$ cat config.mk
export PLATFORM = sky130hd
export DESIGN_NAME = flat_json_int_object_parser
export DESIGN_NICKNAME = d
export VERILOG_FILES = /design/src/hdl/fjiop_pkg.sv /design/src/hdl/fjiop_step.sv /design/src/hdl/fjiop_queue.sv /design/src/hdl/flat_json_int_object_parser.sv
export SDC_FILE = /design/constraint.sdc
export NUM_CORES = 1
export LEC_CHECK = 0
export BUFFER_PORTS_ARGS = -buffer_cell sky130_fd_sc_hd__buf_4
export CELL_PAD_IN_SITES_DETAIL_PLACEMENT = 2
export CELL_PAD_IN_SITES_GLOBAL_PLACEMENT = 2
export CORE_MARGIN = 3
export CORE_UTILIZATION = 33
export CTS_CLUSTER_DIAMETER = 80
export DETAILED_ROUTE_END_ITERATION = 10
export PLACE_DENSITY = 0.73
export SYNTH_ARGS = -nofsm -noshare
export SYNTH_HDL_FRONTEND = slang
export SYNTH_SLANG_ARGS = --single-unit
export TNS_END_PERCENT = 50
$ cat constraint.sdc
create_clock -name clk -period 5 [get_ports clk]
set_clock_uncertainty 0.2 [all_clocks]
set_input_delay 0.5 -clock clk [delete_from_list [all_inputs] [get_ports clk]]
set_output_delay 0.5 -clock clk [all_outputs]
set_load 0.01 [all_outputs]
$ cat src/hdl/fjiop_pkg.sv
`timescale 1ns / 1ps

package fjiop_pkg;

    localparam logic [1:0] EV_KEY_BYTE = 2'd0;
    localparam logic [1:0] EV_ENTRY    = 2'd1;
    localparam logic [1:0] EV_ACCEPT   = 2'd2;
    localparam logic [1:0] EV_REJECT   = 2'd3;

    localparam logic [7:0] CH_NUL    = 8'h00;
    localparam logic [7:0] CH_LBRACE = 8'h7B;
    localparam logic [7:0] CH_RBRACE = 8'h7D;
    localparam logic [7:0] CH_COMMA  = 8'h2C;
    localparam logic [7:0] CH_COLON  = 8'h3A;
    localparam logic [7:0] CH_QUOTE  = 8'h22;
    localparam logic [7:0] CH_PLUS   = 8'h2B;
    localparam logic [7:0] CH_MINUS  = 8'h2D;
    localparam logic [7:0] CH_ZERO   = 8'h30;
    localparam logic [7:0] CH_NINE   = 8'h39;
    localparam logic [7:0] CH_SPACE  = 8'h20;
    localparam logic [7:0] CH_TAB    = 8'h09;
    localparam logic [7:0] CH_CR     = 8'h0D;
    localparam logic [7:0] CH_T      = 8'h74;
    localparam logic [7:0] CH_F      = 8'h66;

    localparam logic [2:0] SKIP_TRUE  = 3'd3;
    localparam logic [2:0] SKIP_FALSE = 3'd4;

    localparam logic [31:0] MAG_CAP = 32'h8000_0000;
    localparam logic [31:0] POS_MAX = 32'h7FFF_FFFF;

    // result queue
    localparam int Q_DEPTH = 4;
    localparam int Q_AW    = 2;
    localparam int Q_CW    = 3;

    typedef struct packed {
        logic [1:0]         event_kind;
        logic [7:0]         key_byte;
        logic signed [31:0] entry_value;
        logic [5:0]         entry_index;
        logic [6:0]         entry_total;
        logic               last_of_run;
    } result_t;

endpackage

$ cat src/hdl/fjiop_step.sv
`timescale 1ns / 1ps

module fjiop_step #(
    parameter int ENTRY_LIMIT  = 64,
    parameter int KEY_CAPACITY = 32
) (
    input  logic               clk,
    input  logic               rst_n,
    input  logic               accept,
    input  logic [7:0]         text_byte,
    output fjiop_pkg::result_t res0,
    output fjiop_pkg::result_t res1,
    output logic [1:0]         res_n
);
    import fjiop_pkg::*;

    localparam int EW  = $clog2(ENTRY_LIMIT + 1);
    localparam int KW  = $clog2(KEY_CAPACITY);
    localparam int EXT = (EW > 7) ? EW : 7;
    localparam logic [EW-1:0] ENT_LAST = EW'(ENTRY_LIMIT - 1);
    localparam logic [KW-1:0] KEY_MAX  = KW'(KEY_CAPACITY - 1);

    typedef enum logic [3:0] {
        PH_SEEK, PH_BETWEEN, PH_KEY, PH_COLON, PH_SPACE,
        PH_SIGN, PH_DIGITS, PH_LITERAL, PH_DRAIN
    } phase_t;

    typedef enum logic [1:0] {
        TAIL_NONE, TAIL_ACCEPT, TAIL_REJECT, TAIL_BETWEEN
    } tail_t;

    phase_t        phase_reg, phase_next;
    logic [KW-1:0] klen_reg, klen_next;
    logic [2:0]    skip_reg, skip_next;
    logic          neg_reg, neg_next;
    logic          seen_reg, seen_next;
    logic [31:0]   acc_reg, acc_next;
    logic [EW-1:0] ent_reg, ent_next;

    logic          is_digit, is_space, vstart, fin, key_emit;
    logic [31:0]   fin_val, num_val, dig_val;
    logic [35:0]   dig_sum;
    logic [2:0]    skip_dec;
    tail_t         tail;
    logic [EXT-1:0] ent_old_ext, ent_new_ext;
    result_t       r_fin, r_key, r_tail;

    assign is_digit = (text_byte >= CH_ZERO) && (text_byte <= CH_NINE);
    assign is_space = (text_byte == CH_SPACE) || ((text_byte >= CH_TAB) && (text_byte <= CH_CR));

    // acc*10 + digit, magnitude capped at 2^31
    assign dig_sum = {1'b0, acc_reg, 3'b000} + {3'b000, acc_reg, 1'b0}
                   + {32'd0, text_byte[3:0] - CH_ZERO[3:0]};
    assign dig_val = (dig_sum > {4'd0, MAG_CAP}) ? MAG_CAP : dig_sum[31:0];
    assign num_val = neg_reg ? (32'd0 - acc_reg) : ((acc_reg > POS_MAX) ? POS_MAX : acc_reg);
    assign skip_dec = (skip_reg != 3'd0) ? (skip_reg - 3'd1) : skip_reg;

    always_comb
    begin
        phase_next = phase_reg;
        klen_next  = klen_reg;
        skip_next  = skip_reg;
        neg_next   = neg_reg;
        seen_next  = seen_reg;
        acc_next   = acc_reg;
        ent_next   = ent_reg;
        vstart     = 1'b0;
        fin        = 1'b0;
        fin_val    = '0;
        key_emit   = 1'b0;
        tail       = TAIL_NONE;

        unique case (phase_reg)
            PH_SEEK:
            begin
                if (text_byte == CH_LBRACE)
                    phase_next = PH_BETWEEN;
                else if (text_byte == CH_NUL)
                    tail = TAIL_ACCEPT;
            end
            PH_BETWEEN:
                tail = TAIL_BETWEEN;
            PH_KEY:
            begin
                if (text_byte == CH_NUL)
                    tail = TAIL_REJECT;
                else if (text_byte == CH_QUOTE)
                    phase_next = PH_COLON;
                else if (klen_reg < KEY_MAX)
                begin
                    key_emit  = 1'b1;
                    klen_next = klen_reg + KW'(1);
                end
            end
            PH_COLON:
            begin
                if (text_byte == CH_COLON)
                    phase_next = PH_SPACE;
                else if (text_byte == CH_NUL)
                    vstart = 1'b1;
            end
            PH_SPACE:
                vstart = !is_space;
            PH_SIGN:
            begin
                if (is_digit)
                begin
                    acc_next   = dig_val;
                    seen_next  = 1'b1;
                    phase_next = PH_DIGITS;
                end
                else
                begin
                    fin  = 1'b1;
                    tail = TAIL_REJECT;
                end
            end
            PH_DIGITS:
            begin
                if (is_digit)
                begin
                    acc_next  = dig_val;
                    seen_next = 1'b1;
                end
                else
                begin
                    fin     = 1'b1;
                    fin_val = num_val;
                    tail    = TAIL_BETWEEN;
                end
            end
            PH_LITERAL:
            begin
                if (text_byte == CH_NUL)
                    tail = TAIL_ACCEPT;
                else
                begin
                    skip_next = skip_dec;
                    if (skip_dec == 3'd0)
                        phase_next = PH_BETWEEN;
                end
            end
            default:
            begin
                if (text_byte == CH_NUL)
                    tail = TAIL_ACCEPT;
                else
                    phase_next = PH_DRAIN;
            end
        endcase

        // drain state: terminator starts a new document silently
        if ((phase_reg != PH_SEEK) && (phase_reg != PH_BETWEEN) && (phase_reg != PH_KEY)
            && (phase_reg != PH_COLON) && (phase_reg != PH_SPACE) && (phase_reg != PH_SIGN)
            && (phase_reg != PH_DIGITS) && (phase_reg != PH_LITERAL))
            tail = TAIL_NONE;

        if (vstart)
        begin
            priority if ((text_byte == CH_T) || (text_byte == CH_F))
            begin
                fin        = 1'b1;
                fin_val    = (text_byte == CH_T) ? 32'd1 : 32'd0;
                skip_next  = (text_byte == CH_T) ? SKIP_TRUE : SKIP_FALSE;
                phase_next = PH_LITERAL;
            end
            else if ((text_byte == CH_PLUS) || (text_byte == CH_MINUS))
            begin
                neg_next   = (text_byte == CH_MINUS);
                phase_next = PH_SIGN;
            end
            else if (is_digit)
            begin
                acc_next   = dig_val;
                seen_next  = 1'b1;
                phase_next = PH_DIGITS;
            end
            else
            begin
                fin  = 1'b1;
                tail = TAIL_BETWEEN;
            end
        end

        if (fin)
        begin
            neg_next  = 1'b0;
            seen_next = 1'b0;
            acc_next  = '0;
            ent_next  = ent_reg + EW'(1);
            if (ent_reg == ENT_LAST)
                tail = TAIL_ACCEPT;
        end

        if (tail == TAIL_BETWEEN)
        begin
            priority if ((text_byte == CH_NUL) || (text_byte == CH_RBRACE))
                tail = TAIL_ACCEPT;
            else if (is_space || (text_byte == CH_COMMA))
                tail = TAIL_NONE;
            else if (text_byte == CH_QUOTE)
            begin
                tail       = TAIL_NONE;
                klen_next  = '0;
                phase_next = PH_KEY;
            end
            else
                tail = TAIL_REJECT;
        end

        // drain-state terminator and document end both reset the context
        if ((tail == TAIL_ACCEPT) || (tail == TAIL_REJECT)
            || ((phase_reg == PH_DRAIN) && (text_byte == CH_NUL)))
        begin
            if (text_byte == CH_NUL)
            begin
                phase_next = PH_SEEK;
                klen_next  = '0;
                skip_next  = '0;
                neg_next   = 1'b0;
                seen_next  = 1'b0;
                acc_next   = '0;
                ent_next   = '0;
            end
            else
                phase_next = PH_DRAIN;
        end
    end

    always_comb
    begin
        ent_old_ext = EXT'(ent_reg);
        ent_new_ext = EXT'(ent_reg + (fin ? EW'(1) : EW'(0)));

        r_fin             = '0;
        r_fin.event_kind  = EV_ENTRY;
        r_fin.entry_value = fin_val;
        r_fin.entry_index = ent_old_ext[5:0];

        r_key             = '0;
        r_key.event_kind  = EV_KEY_BYTE;
        r_key.key_byte    = text_byte;

        r_tail            = '0;
        if (tail == TAIL_REJECT)
            r_tail.event_kind = EV_REJECT;
        else
        begin
            r_tail.event_kind  = EV_ACCEPT;
            r_tail.entry_total = ent_new_ext[6:0];
        end
        r_tail.last_of_run = 1'b1;

        res1 = r_tail;
        if (fin)
        begin
            res0             = r_fin;
            res0.last_of_run = !((tail == TAIL_ACCEPT) || (tail == TAIL_REJECT));
        end
        else if (key_emit)
        begin
            res0             = r_key;
            res0.last_of_run = 1'b1;
        end
        else
            res0 = r_tail;

        res_n = {1'b0, fin} + {1'b0, key_emit}
              + {1'b0, (tail == TAIL_ACCEPT) || (tail == TAIL_REJECT)};
    end

    always_ff @(posedge clk or negedge rst_n)
    begin
        if (!rst_n)
        begin
            phase_reg <= PH_SEEK;
            klen_reg  <= '0;
            skip_reg  <= '0;
            neg_reg   <= 1'b0;
            seen_reg  <= 1'b0;
            acc_reg   <= '0;
            ent_reg   <= '0;
        end
        else if (accept)
        begin
            phase_reg <= phase_next;
            klen_reg  <= klen_next;
            skip_reg  <= skip_next;
            neg_reg   <= neg_next;
            seen_reg  <= seen_next;
            acc_reg   <= acc_next;
            ent_reg   <= ent_next;
        end
    end

endmodule

$ cat src/hdl/fjiop_queue.sv
`timescale 1ns / 1ps

module fjiop_queue (
    input  logic               clk,
    input  logic               rst_n,
    input  fjiop_pkg::result_t push0,
    input  fjiop_pkg::result_t push1,
    input  logic [1:0]         push_n,
    output logic               room,
    output logic               head_valid,
    input  logic               head_ready,
    output fjiop_pkg::result_t head
);
    import fjiop_pkg::*;

    result_t        mem [Q_DEPTH];
    logic [Q_AW-1:0] wr_reg, wr_next, rd_reg, rd_next;
    logic [Q_CW-1:0] cnt_reg, cnt_next;
    logic            pop;

    // room for the two words one byte can produce
    assign room       = (cnt_reg <= Q_CW'(Q_DEPTH - 2));
    assign head_valid = (cnt_reg != '0);
    assign head       = mem[rd_reg];
    assign pop        = head_valid && head_ready;

    assign wr_next  = wr_reg + Q_AW'(push_n);
    assign rd_next  = rd_reg + (pop ? Q_AW'(1) : Q_AW'(0));
    assign cnt_next = cnt_reg + Q_CW'(push_n) - (pop ? Q_CW'(1) : Q_CW'(0));

    always_ff @(posedge clk)
    begin
        if (push_n != 2'd0)
            mem[wr_reg] <= push0;
        if (push_n == 2'd2)
            mem[wr_reg + Q_AW'(1)] <= push1;
    end

    always_ff @(posedge clk or negedge rst_n)
    begin
        if (!rst_n)
        begin
            wr_reg  <= '0;
            rd_reg  <= '0;
            cnt_reg <= '0;
        end
        else
        begin
            wr_reg  <= wr_next;
            rd_reg  <= rd_next;
            cnt_reg <= cnt_next;
        end
    end

endmodule

$ cat src/hdl/flat_json_int_object_parser.sv
`timescale 1ns / 1ps
// each byte's words are pushed into the registered result queue in the cycle the byte is taken
// throughput: one byte per cycle while text_ready is high; words leave the four-deep
// result queue one per cycle while event_ready is high, so runs of two-word bytes get stalled
// text_ready drops while the result queue cannot take two more words
// reset (rst_n low, asynchronous) empties the queue and starts a fresh document
module flat_json_int_object_parser #(
    parameter int ENTRY_LIMIT  = 64,
    parameter int KEY_CAPACITY = 32
) (
    input  logic               clk,
    input  logic               rst_n,
    input  logic               text_valid,
    output logic               text_ready,
    input  logic [7:0]         text_byte,
    output logic               event_valid,
    input  logic               event_ready,
    output logic [1:0]         event_kind,
    output logic [7:0]         key_byte,
    output logic signed [31:0] entry_value,
    output logic [5:0]         entry_index,
    output logic [6:0]         entry_total,
    output logic               last_of_run
);
    import fjiop_pkg::*;

    logic       accept;
    logic [1:0] res_n, push_n;
    result_t    res0, res1, head;

    assign accept = text_valid && text_ready;
    assign push_n = accept ? res_n : 2'd0;

    fjiop_step #(
        .ENTRY_LIMIT  (ENTRY_LIMIT),
        .KEY_CAPACITY (KEY_CAPACITY)
    ) u_step (
        .clk       (clk),
        .rst_n     (rst_n),
        .accept    (accept),
        .text_byte (text_byte),
        .res0      (res0),
        .res1      (res1),
        .res_n     (res_n)
    );

    fjiop_queue u_queue (
        .clk        (clk),
        .rst_n      (rst_n),
        .push0      (res0),
        .push1      (res1),
        .push_n     (push_n),
        .room       (text_ready),
        .head_valid (event_valid),
        .head_ready (event_ready),
        .head       (head)
    );

    assign event_kind  = head.event_kind;
    assign key_byte    = head.key_byte;
    assign entry_value = head.entry_value;
    assign entry_index = head.entry_index;
    assign entry_total = head.entry_total;
    assign last_of_run = head.last_of_run;

    a_value_only_on_entry: assert property (@(posedge clk) disable iff (!rst_n)
        event_valid && (event_kind != EV_ENTRY) |-> entry_value == 32'sd0)
        else $error("value on a non-entry word");

    a_single_word_kinds_last: assert property (@(posedge clk) disable iff (!rst_n)
        event_valid && (event_kind != EV_ENTRY) |-> last_of_run)
        else $error("key or verdict word not last of its run");

    a_stall_means_backlog: assert property (@(posedge clk) disable iff (!rst_n)
        !text_ready |-> event_valid)
        else $error("input stalled with empty result queue");

    a_two_words_need_room: assert property (@(posedge clk) disable iff (!rst_n)
        accept && (res_n == 2'd2) |-> !res0.last_of_run && res1.last_of_run)
        else $error("two-word run with wrong last marks");

endmodule
; ---- Word level (Yosys, flattened, before mapping)
; Memories as Yosys holds them, arrays and structs flattened.
; Cells that the tools add are included.
[totals]
out_inout_bits = 58
memories = 1
register_bits = 59
input_bits = 12
ramBits = 224
[mem_list]
columns = memory, words, word_bits, read_ports, rd_clocked_by_memory_dff, write_ports, line_no
row1 = u_queue.mem, 4, 56, 1, 0, 2, fjiop_queue.sv:16  ; result_t mem [Q_DEPTH];
[classes]
n_addsub = 14
n_eq_ne = 30
n_reduce_logical = 31
n_lt_le_gt_ge = 8
muxes = 105
[ops]
columns = op, n
row1 = $mux 32, 16
row2 = $mux 56, 2
row3 = $mux 4, 18
row4 = $mux 5, 10
row5 = $eq 8x6->1 const B, 6
row6 = $add 35x33->36, 1
row7 = $add 36x4->36, 1
row8 = $gt 36x32->1 const B, 1
row9 = $eq 8x7->1 const B, 4
row10 = $gt 32x31->1 const B, 1
row11 = $mux 2, 16
row12 = $sub 1x32->32 const A, 1
row13 = $mux 1, 28
row14 = $mux 7, 4
row15 = $mux 3, 8
row16 = $pmux 4 s6, 1
row17 = $eq 4x3->1 const B, 4
row18 = $ne 4x3->1 const B, 4
row19 = $logic_and 1x1->1, 12
row20 = $pmux 2 s6, 1
row21 = $eq 4x2->1 const B, 2
row22 = $ge 8x4->1 const B, 1
row23 = $ge 8x6->1 const B, 1
row24 = $le 8x4->1 const B, 1
row25 = 31 further kinds, 44

; ---- Longest topological paths before layout
; Gate-level depths: netlist of run 1.
[depth]
ltp_word = 24
ltp_mapped = 20
depth_no_buf = 16

; ---- Cells and area by module
; Synthesis of run 1 repeated with hierarchy kept, for this count alone.
[hier_totals]
cells_unflattened = 1486
area_unflattened_um2 = 18368.9
[by_module_without_submodules]
columns = mod, cells_each, area_each_um2, n_inst, seq_area_each_um2
row1 = fjiop_queue, 581, 11517.3, 1, 6901.6
row2 = fjiop_step, 902, 6832.8, 1, 1301.2
row3 = flat_json_int_object_parser, 3, 18.8, 1, 0.0

; ---- Worst setup path before layout of run 1
; Ideal clock, no wire load.
[synth_timing]
kind = input to register
startpoint = input port text_byte[5]
endpoint = memory u_queue.mem[3][1] in the netlist's numbering, enable pin
stages = 19
n_path_buf = 4
t_arrival_ps = 4604
setup_ps = 284
setup_slack_ps = -89
path_cell_list = or4_1 -> buf_2 -> or2_1 -> buf_2 -> o22a_2 -> nor3b_1 -> o21bai_1 -> o31a_1 -> nor3_1 -> ha_1 -> inv_1 -> fa_1 -> nor2_1 -> nor2_1 -> and3_1 -> clkbuf_1 -> nor2_1 -> clkbuf_1 -> inv_1
[synth_lines]
columns = item, line_no
row1 = "start, declared", flat_json_int_object_parser.sv:15  ; input logic [7:0] text_byte,
row2 = "end, declared", fjiop_queue.sv:16

==> results.json, run 1 <==
{
  "antenna_left": 0,
  "synth_edf_count": 32,
  "cp.buffers_inverters": 3,
  "cpMaxStageDelayCell": "or4_1",
  "synth_cell_type_count": 78,
  "synth_ff_type": "dfxtp_1",
  "fin_util": 0.396,
  "detailed_place_hpwl_mm": 38.9,
  "endpoint_kind": "flop",
  "clk_latency_ns": 0.54,
  "h-tree-depth": 2,
  "worstPathRequired_ns": 5.28,
  "drive_gt1_frac": 0.178,
  "ys_seq_elements": 283,
  "reg2reg_slack_ns": 0.40,
  "antenna_found_initial": 1,
  "max_stage_delay_ns": 0.66,
  "first_iter_violations": 692,
  "min-delay-start": "text_byte[0]",
  "cts_buffers": 34,
  "path_cells": "buf_4 > or4_1 > or2_1 > o22a_2 > nor3b_1 > o21bai_1 > o31a_1 > nor3_1 > ha_1 > inv_1 > fa_1 > o21ai_0 > nor2_2 > nor2_2 > buf_4 > a22o_1",
  "wl_mm": 54.4,
  "die_area_um2": 49400,
  "grtUsageTotal": 0.218,
  "syn2layout_area_growth_pct": 17.3,
  "core_area_um2": 45800,
  "reg2regPathDepth": 15,
  "timing.rr.start": "u_step.phase_reg[1]",
  "grt-ovfl-total": 0,
  "crit_fanout": 27,
  "root_buffer": "clkbuf_16",
  "rsz0062_at_grt": "false",
  "nets": 1791,
  "tightest_slew_ns": 1.15,
  "seq_area_frac_synth": 0.407,
  "synth_nets": 1725,
  "min_to": "u_step.acc_reg[0]",
  "path_class": "input port to flop",
  "gp_congestion": 0.864,
  "p_leak_nw": 7.20,
  "fin_tns_setup_ns": 0,
  "design_area_um2": 18100,
  "worstPathArrival_ns": 4.91,
  "async_reset_ff_frac": 0.208,
  "setup.worst_path.start": "text_byte[1]",
  "port_buffers": 69,
  "p_per_area_nw_per_um2": 346,
  "diodes": 0,
  "startpoint_type": "input port",
  "slew_headroom": 0.230,
  "initial_core_util": 0.337,
  "postCtsSetupRepairBufs": 0,
  "cts_hold_buf": 1,
  "dr.pass1.iters": 4,
  "dieHeight_um": 222,
  "fmax_mhz": 216,
  "rr_endpoint": "u_queue.mem[2][28]",
  "vias": 13356,
  "status": "finished clean",
  "synth.cell_area_um2": 15400,
  "largest_register_ffs": 224,
  "grt_pass1_vias": 14807,
  "avgViaCountPerCell": 5.75,
  "synth_area_leader_cell": "dfxtp_1",
  "fill_cells": 4892,
  "cts_tree": "yes",
  "cts_sinks": 283,
  "boundaryPins": 70,
  "drv_cap": 0,
  "synth_top_cell_area_share": 0.249,
  "routedWlPerCell_um": 23.4,
  "post_dp_cell_area_um2": 16900,
  "die_w_um": 222,
  "netlist_top_cells_area": "dfxtp_1, dfrtp_1, mux4_2",
  "rows": 78,
  "cts_resized": 0,
  "fin_crit_ns": 4.63,
  "clkTransAtPathRegs_ns": 0.06,
  "yosysWarnings": 0,
  "crit_family": "simple AND/OR/NAND/NOR gates",
  "synthCells": 1631,
  "period_share": 0.927,
  "grt_max_degree": 60,
  "holdPathStages": 4,
  "cts_buffer_depth": 3,
  "finalMaxSlewViolations": 0,
  "grt_pass1_wl_mm": 86.8,
  "post-route-drc-count": 0,
  "hold_path_class": "input port to flop",
  "finalSetupViolCount": 0,
  "irDropWorstVdd_mv": 0.287,
  "syn_avg_cell_area_um2": 9.47,
  "final_hold_viol_count": 0,
  "totalPowerFinal_w": 0.00627
}
[worst max path at each step]
stage / endpoint / slack (ns) / depth (start not counted)
2_1_floorplan: u_queue.mem[2][1] / -0.003 / 17
3_3_place_gp: u_queue.mem[2][18] / 0.08 / 16
3_5_place_dp: u_queue.mem[2][28] / -0.14 / 16
4_1_cts: u_queue.mem[2][28] / 0.39 / 16
5_1_grt: u_queue.mem[2][27] / 0.12 / 17
6_report: u_queue.mem[2][28] / 0.37 / 16
[metal layers]
layer | part of all wire | track usage
met1 | 0.45 | 0.283
met2 | 0.50 | 0.387
met3 | 0.032 | 0.0321
met4 | 0.016 | 0.0455
met5 | 0.00037 | 0
[worst reg2reg max path, stage by stage, from the launching register on]
cell and delay, ns:
dfrtp_1 0.53, and2_1 0.24, nand2_1 0.17, o22a_2 0.26
nor3b_1 0.33, o21bai_1 0.19, o31a_1 0.18, nor3_1 0.05
ha_1 0.32, inv_1 0.17, fa_1 0.49, o21ai_0 0.48
nor2_2 0.14, nor2_2 0.18, buf_4 0.37, a22o_1 0.24
[final cells by class]
| class | count | area (um^2) | share of cell area |
|---|---|---|---|
| clock inverter | 15 | 208 | 0.0115 |
| clock buffer | 47 | 1000 | 0.0552 |
| sequential | 283 | 6290 | 0.347 |
| tap | 600 | 751 | 0.0414 |
| inverter | 35 | 131 | 0.00725 |
| multi-input combinational | 1204 | 8650 | 0.477 |
| timing repair buffer | 139 | 1100 | 0.0605 |
[cells in the final DEF, fill, tap and decap left out, types with 8 or more instances in the layout]
cell type and n:
a211oi_1 21, a21o_1 9, a21oi_1 64, a22o_1 81, and2_1 9, and3_1 8
buf_4 134, clkbuf_16 35, clkbuf_8 8, dfrtp_1 57, dfxtp_1 192, edfxtp_1 32
ha_1 78, inv_1 35, mux2i_1 8, mux4_2 56, nand2_1 173, nand2b_1 20
nand3_1 93, nand4_1 29, nor2_1 116, nor3_1 32, o21ai_0 166, o21ai_1 18
o31ai_1 12, o31ai_2 26, or4_1 12, xnor2_1 27, xor2_1 18
[Yosys cell counts (26+ instances only)]
cell type,count
xnor2_1,27
o31ai_2,26
a21oi_1,64
nand4_1,29
nand3_1,94
a22o_1,81
ha_1,78
nor3_1,33
nor2_1,122
nand2_1,173
mux4_2,56
dfrtp_1,59
o21ai_0,167
edfxtp_1,32
inv_1,35
clkbuf_1,97
dfxtp_1,192
[per-stage QoR]
stage	hold WS, ns	worst slack, ns	std cells
final	0.231	0.365	2323
after floorplan	0.00441	-0.00273	1631
after detailed placement	0.243	-0.137	2260
after global placement	0.228	0.0802	2260
after global routing	0.234	0.117	2323
after CTS	0.178	0.388	2323
[cells by family (layout without fill, tap and decap cells)]
logic type               after synthesis  after routing  synth area share
AO/OA/AOI/OAI                        467            467             0.207
XOR/XNOR                              46             46            0.0261
adder cells (fa/ha/maj)               82             82            0.0684
buffers and inverters                144            236            0.0367
flip-flops                           283            283             0.407
multiplexers                          69             69            0.0905
AND/OR/NAND/NOR                      540            540             0.165
[power breakdown]
part | internal [W] | total (W) | leakage [nW] | switching [W]
clock | 0.00162 | 0.00265 | 0.596 | 0.00103
sequential | 0.00243 | 0.00267 | 2.66 | 0.000247
combinational | 0.000477 | 0.000951 | 3.95 | 0.000474
No activity file was read; power rests on OpenSTA's default activity.
==> inputs of run 2 (changes only) <==
--- a/config.mk
+++ b/config.mk
@@ -5,6 +5,7 @@
 export SDC_FILE = /design/constraint.sdc
 export NUM_CORES = 1
 export LEC_CHECK = 0
+export ABC_AREA = 1
 export BUFFER_PORTS_ARGS = -buffer_cell sky130_fd_sc_hd__buf_4
 export CELL_PAD_IN_SITES_DETAIL_PLACEMENT = 2
 export CELL_PAD_IN_SITES_GLOBAL_PLACEMENT = 2
@@ -12,7 +13,8 @@
 export CORE_UTILIZATION = 33
 export CTS_CLUSTER_DIAMETER = 80
 export DETAILED_ROUTE_END_ITERATION = 10
-export PLACE_DENSITY = 0.73
+export PLACE_DENSITY = 0.8
+export SKIP_LAST_GASP = 1
 export SYNTH_ARGS = -nofsm -noshare
 export SYNTH_HDL_FRONTEND = slang
 export SYNTH_SLANG_ARGS = --single-unit
==> constraint.sdc (replaced) <==
create_clock -name clk -period 5 [get_ports clk]
set_clock_uncertainty 0.2 [all_clocks]
set_input_delay 0.5 -clock clk [delete_from_list [all_inputs] [get_ports clk]]
set_output_delay 0.5 -clock clk [all_outputs]
set_load 0.05 [all_outputs]
==> results.json, run 2 <==
{
  "status": "finished clean",
  "cts_sinks": 283,
  "fmax_mhz": 217,
  "initial_core_util": 0.336,
  "dr.pass1.iters": 5,
  "synth_top_cell_area_share": 0.227,
  "synthTopCellsByCount": "nand2_1, nor2_1, o21ai_0, inv_1, dfxtp_1",
  "die_area_um2": 54100,
  "multi_input_area_um2": 9170,
  "startpoint_type": "flop",
  "dieHeight_um": 232,
  "p_per_area_nw_per_um2": 544,
  "grt_max_degree": 85,
  "async_reset_ff_frac": 0.208,
  "synth_edf_count": 32,
  "port_buffers": 69,
  "grt-ovfl-total": 0,
  "worstPathArrival_ns": 4.85,
  "layout_setup_ws_ns": 0.386,
  "p_leak_nw": 9.20,
  "cts_buffers": 35,
  "synth_cell_type_count": 61,
  "period_share": 0.923,
  "crit_fanout": 46,
  "tightest_slew_ns": 1.06,
  "netlist_top_cells_area": "dfxtp_1, nand2_1, dfrtp_1",
  "avgViaCountPerCell": 5.43,
  "syn_avg_cell_area_um2": 6.94,
  "drive_gt1_frac": 0.0968,
  "mostFrequentLayoutCell": "nand2_1",
  "core_area_um2": 50400,
  "worstPathRequired_ns": 5.24,
  "place_ws_ns": 0.115,
  "post-route-drc-count": 0,
  "first_iter_violations": 1002,
  "clk_latency_ns": 0.53,
  "hold-worst-slack_ns": 0.231,
  "synth_nets": 2534,
  "clkTransAtPathRegs_ns": 0.06,
  "synth_area_leader_cell": "dfxtp_1",
  "nets": 2568,
  "antenna_found_initial": 2,
  "irDropWorstVdd_mv": 0.262,
  "path_common_cell": "nand2_1",
  "final_hold_viol_count": 0,
  "max_stage_delay_ns": 0.54,
  "reg2reg_slack_ns": 0.39,
  "largest_register_ffs": 224,
  "grt_pass1_vias": 18740,
  "finalMaxSlewViolations": 0,
  "seq_area_um2": 6290,
  "syn2layout_area_growth_pct": 14.4,
  "root_buffer": "clkbuf_16",
  "gp_congestion": 0.863,
  "synth_ff_type": "dfxtp_1",
  "drv_cap": 0,
  "antenna_left": 0,
  "synthCells": 2440,
  "path_class": "flop to flop",
  "ys_seq_elements": 283,
  "wl_mm": 67.4,
  "routedWlPerCell_um": 21.2,
  "fin_util": 0.384,
  "slew_headroom": 0.285,
  "boundaryPins": 70,
  "cts_buffer_depth": 3,
  "yosysMostFrequentCell": "nand2_1",
  "cts_tree": "yes",
  "fin_crit_ns": 4.61,
  "cpMaxStageDelayCell": "buf_4",
  "vias": 17240,
  "grtUsageTotal": 0.246,
  "yosysWarnings": 0,
  "grt_pass1_wl_mm": 106,
  "detailed_place_hpwl_mm": 48.2,
  "crit_family": "simple AND/OR/NAND/NOR gates",
  "h-tree-depth": 2,
  "synth.cell_area_um2": 16900,
  "seq_area_frac_synth": 0.371,
  "die_w_um": 232,
  "endpoint_kind": "flop",
  "hold_path_class": "input port to flop",
  "final_cell_mix": "nand2_1, nor2_1, o21ai_0, inv_1, dfxtp_1",
  "finalSetupViolCount": 0,
  "cp.buffers_inverters": 7,
  "rows": 82,
  "fill_cells": 5875
}
[run 2: final timing paths]
path / startpoint / endpoint / cells past startpoint
worst max-delay path: u_step.phase_reg[3] / u_queue.mem[3][17] / 25
worst min-delay path: text_byte[0] / u_step.acc_reg[0] / 5
worst max register to register: u_step.phase_reg[3] / u_queue.mem[3][17] / 25
worst min register to register: u_queue.mem[1][21] / u_queue.mem[1][21] / 2
max in group asynchronous: rst_n / u_queue.rd_reg[0] / 2
min in group asynchronous: rst_n / u_step.acc_reg[29] / 2
[run 2: kinds of logic (layout without fill, tap and decap cells)]
| family | Yosys count | after routing | synth area share |
|---|---|---|---|
| buffers and inverters | 363 | 424 | 0.0904 |
| AO/OA/AOI/OAI | 513 | 513 | 0.178 |
| AND/OR/NAND/NOR | 1180 | 1180 | 0.288 |
| multiplexers | 1 | 1 | 0.000591 |
| XOR/XNOR | 18 | 18 | 0.00931 |
| flip-flops | 283 | 283 | 0.371 |
| adder cells (fa/ha/maj) | 82 | 82 | 0.0624 |
| other | 0 | 2 | 0 |
[run 2: routing by layer]
layer  global-route usage  routed length [um]  vias to the layer above
met5                    0                   7                        -
met4               0.0604                1420                        2
met3               0.0304                2620                       92
met2                0.434               33000                      315
met1                0.318               30300                     8734
li1                     -                   -                     8097
[run 2: timing repair]
action | in CTS | in global routing
endpoints found under the hold margin | 59 | 0
buffers inserted | 0 | 0
setup endpoints to repair | 0 | 43
hold buffers | 1 | 0
gates resized for setup | 0 | 3
[run 2: metrics by stage]
stage	TNS (ns)	area (um^2)	power, W	instances
floorplan	0	16900	0.00603	2440
global placement	0	18100	0.00756	3108
detailed placement	0	18100	0.00773	3108
CTS	0	19300	0.0106	3173
global route	-0.0310	19400	0.0111	3173
finish	0	19400	0.0105	3175
[run 2: layout make-up]
cell class,count,share of cell area
clock inverter,18,0.0111
multi-input combinational,1794,0.473
tap,672,0.0434
sequential,283,0.325
inverter,257,0.0498
timing repair buffer,103,0.0426
antenna,2,0.000258
clock buffer,46,0.0548
[run 2: worst min-delay path: cells and delay by family]
kind,cells,cell delay (ns)
buffers and inverters,1,0.12
and+or+nand+nor,4,0.30
[run 2: power by group]
part           internal, W  total [W]  switching [W]
registers          0.00262    0.00289       0.000274
clock network      0.00171    0.00278        0.00107
logic              0.00126    0.00486        0.00360
==> inputs of run 3 (changes only) <==
--- a/config.mk
+++ b/config.mk
@@ -13,9 +13,10 @@
 export CORE_UTILIZATION = 33
 export CTS_CLUSTER_DIAMETER = 80
 export DETAILED_ROUTE_END_ITERATION = 10
-export PLACE_DENSITY = 0.8
+export PLACE_DENSITY = 0.78
 export SKIP_LAST_GASP = 1
 export SYNTH_ARGS = -nofsm -noshare
 export SYNTH_HDL_FRONTEND = slang
+export SYNTH_HIERARCHICAL = 1
 export SYNTH_SLANG_ARGS = --single-unit
 export TNS_END_PERCENT = 50
==> results.json, run 3 <==
{
  "post-route-drc-count": 0,
  "diodes": 0,
  "finalMaxSlewViolations": 0,
  "rows": 88,
  "reg2regPathDepth": 23,
  "yosysMostFrequentCell": "nand2_1",
  "nets": 2798,
  "clk_latency_ns": 0.55,
  "slew_headroom": 0.375,
  "vias": 18243,
  "port_buffers": 69,
  "first_iter_violations": 801,
  "seq_area_um2": 8210,
  "endpoint_kind": "flop",
  "core_area_um2": 58500,
  "finalSetupViolCount": 0,
  "place_ws_ns": 0.102,
  "dieHeight_um": 250,
  "synth_edf_count": 224,
  "final_cell_mix": "nand2_1, o21ai_0, nor2_1, inv_1, edfxtp_1",
  "timing.rr.start": "u_step/phase_reg[2]",
  "grt_pass1_wl_mm": 111,
  "routedWlPerCell_um": 20.1,
  "fill_cells": 6900,
  "synth_ff_type": "edfxtp_1",
  "use_met1": 0.278,
  "mostFrequentLayoutCell": "nand2_1",
  "wl_mm": 70.2,
  "synthCells": 2680,
  "hold_path_class": "input port to flop",
  "drv_cap": 0,
  "cts_resized": 0,
  "cts_sinks": 283,
  "irDropWorstVdd_mv": 0.308,
  "synth_top_cell_area_share": 0.341,
  "seq_area_frac_synth": 0.416,
  "yosysWarnings": 6,
  "avgViaCountPerCell": 5.22,
  "synth_area_leader_cell": "edfxtp_1",
  "fin_tns_setup_ns": 0,
  "dr.pass1.iters": 7,
  "netlist_top_cells_area": "edfxtp_1, nand2_1, o21ai_0",
  "synth.cell_area_um2": 19700,
  "die_w_um": 250,
  "rsz0062_at_grt": "false",
  "boundaryPins": 70,
  "grtUsageTotal": 0.221,
  "clkTransAtPathRegs_ns": 0.06,
  "min-delay-start": "event_ready",
  "antenna_found_initial": 0,
  "fin_util": 0.374,
  "cts_tree": "yes",
  "synthTopCellsByCount": "nand2_1, o21ai_0, nor2_1, inv_1, edfxtp_1",
  "detailed_place_hpwl_mm": 51.9,
  "ys_seq_elements": 283,
  "fin_crit_ns": 4.70,
  "layout_setup_ws_ns": 0.302,
  "initial_core_util": 0.337,
  "totalPowerFinal_w": 0.0108,
  "grt_pass1_vias": 19878,
  "path_class": "flop to flop",
  "p_per_area_nw_per_um2": 494,
  "h-tree-depth": 2,
  "holdPathStages": 3,
  "root_buffer": "clkbuf_16",
  "syn2layout_area_growth_pct": 10.9,
  "drive_gt1_frac": 0.0889,
  "grt-ovfl-total": 0,
  "p_leak_nw": 9.65,
  "worstPathRequired_ns": 5.01,
  "syn_avg_cell_area_um2": 7.36,
  "worstPathArrival_ns": 4.71,
  "rr_endpoint": "u_queue/mem[2][22]",
  "grt_use_met2": 0.405,
  "largest_register_ffs": 224,
  "status": "finished clean",
  "multi_input_area_um2": 9550,
  "gp_congestion": 0.840,
  "busiest_layer": "met2",
  "min_to": "u_queue/rd_reg[0]",
  "gr-usage-met3": 0.0227,
  "antenna_left": 0,
  "period_share": 0.940,
  "grt_max_degree": 79,
  "tightest_slew_ns": 0.938,
  "crit_fanout": 20,
  "cts_buffer_depth": 3,
  "final_hold_viol_count": 0,
  "synth_cell_type_count": 54,
  "reg2reg_slack_ns": 0.30,
  "fmax_mhz": 213,
  "die_area_um2": 62700,
  "startpoint_type": "flop",
  "async_reset_ff_frac": 0.208,
  "cts_buffers": 34
}
## run 3: changes by cell type in the layout (fill, tap and decap cells not counted), moves of 48 or more
cell,change
dfxtp_1,-192
edfxtp_1,+192
o21ai_1,+86
o21ai_0,+71
a22o_1,-56
nand2_1,+54
inv_1,+53
o22ai_1,-52
conb_1,+48
## run 3: through the flow
step,cells,hold WS (ns),area (um^2)
3_3_place_gp,3435,0.275,20800
3_5_place_dp,3435,0.289,20800
6_report,3497,0.0643,21900
5_1_grt,3497,0.0631,21900
2_1_floorplan,2726,0.00441,19900
4_1_cts,3497,0.0263,21900
## run 3: final cells by class
cell class,instances,share of cell area
Clock buffer,46,0.0428
Clock inverter,15,0.00566
Inverter,310,0.0532
Multi-Input combinational cell,1973,0.437
Sequential cell,283,0.375
Tap cell,765,0.0437
Timing Repair Buffer,105,0.0430
## run 3: per-layer routing
metal  routed length, um  vias up
met5                   0        -
met3                2070       85
met1               30800     9174
li1                    -     8771
met2               35800      213
met4                1550        0
## run 3: how the worst max path moves through the flow
stage / startpoint / end / slack (ns) / cells past startpoint
floorplan: text_byte[7] / u_queue/mem[2][0] / -0.27 / 21
CTS: u_step/phase_reg[2] / u_queue/mem[2][28] / 0.35 / 23
finish: u_step/phase_reg[2] / u_queue/mem[2][22] / 0.30 / 23
global route: u_step/phase_reg[2] / u_queue/mem[2][22] / 0.003 / 23
detailed placement: text_byte[1] / u_queue/mem[2][19] / 0.10 / 25
global placement: text_byte[1] / u_queue/mem[2][16] / 0.31 / 26
## run 3: what timing repair did
| item | 4_1_cts | 5_1_grt |
|---|---|---|
| hold buffers | 1 | 0 |
| setup buffers | 0 | 0 |
| endpoints found under the hold margin | 59 | 0 |
## run 3: worst max-delay path: stages, from the launching register on
cell	delay (ns)
dfrtp_1	0.44
inv_1	0.11
nor2_1	0.23
inv_1	0.13
nor3_1	0.16
inv_1	0.09
nand2_1	0.12
o21ai_0	0.10
nand2_1	0.10
nand2_2	0.08
nor2_4	0.12
nand3_2	0.11
nand3_1	0.14
o21ai_0	0.11
ha_1	0.31
inv_1	0.15
fa_1	0.45
inv_1	0.07
nor2_1	0.05
buf_4	0.15
nor2_4	0.20
nand2_4	0.19
nand2_2	0.15
buf_4	0.34
## run 3: logic make-up after synthesis
| logic type | Yosys count | share of synthesized area |
|---|---|---|
| compound gates | 569 | 0.154 |
| xor+xnor | 7 | 0.00311 |
| fa+ha+maj | 79 | 0.0516 |
| buf+inv | 470 | 0.110 |
| flops | 283 | 0.416 |
| mux | 1 | 0.000507 |
| other cells | 2 | 0.000381 |
| simple gates | 1269 | 0.264 |
## run 3: where the power goes
part	total (W)	switching (W)	leakage [nW]	internal [W]
Clock	0.00241	0.00103	0.510	0.00138
Combinational	0.00508	0.00376	6.24	0.00132
Sequential	0.00332	0.000260	2.90	0.00306
Total	0.0108	0.00506	9.65	0.00576
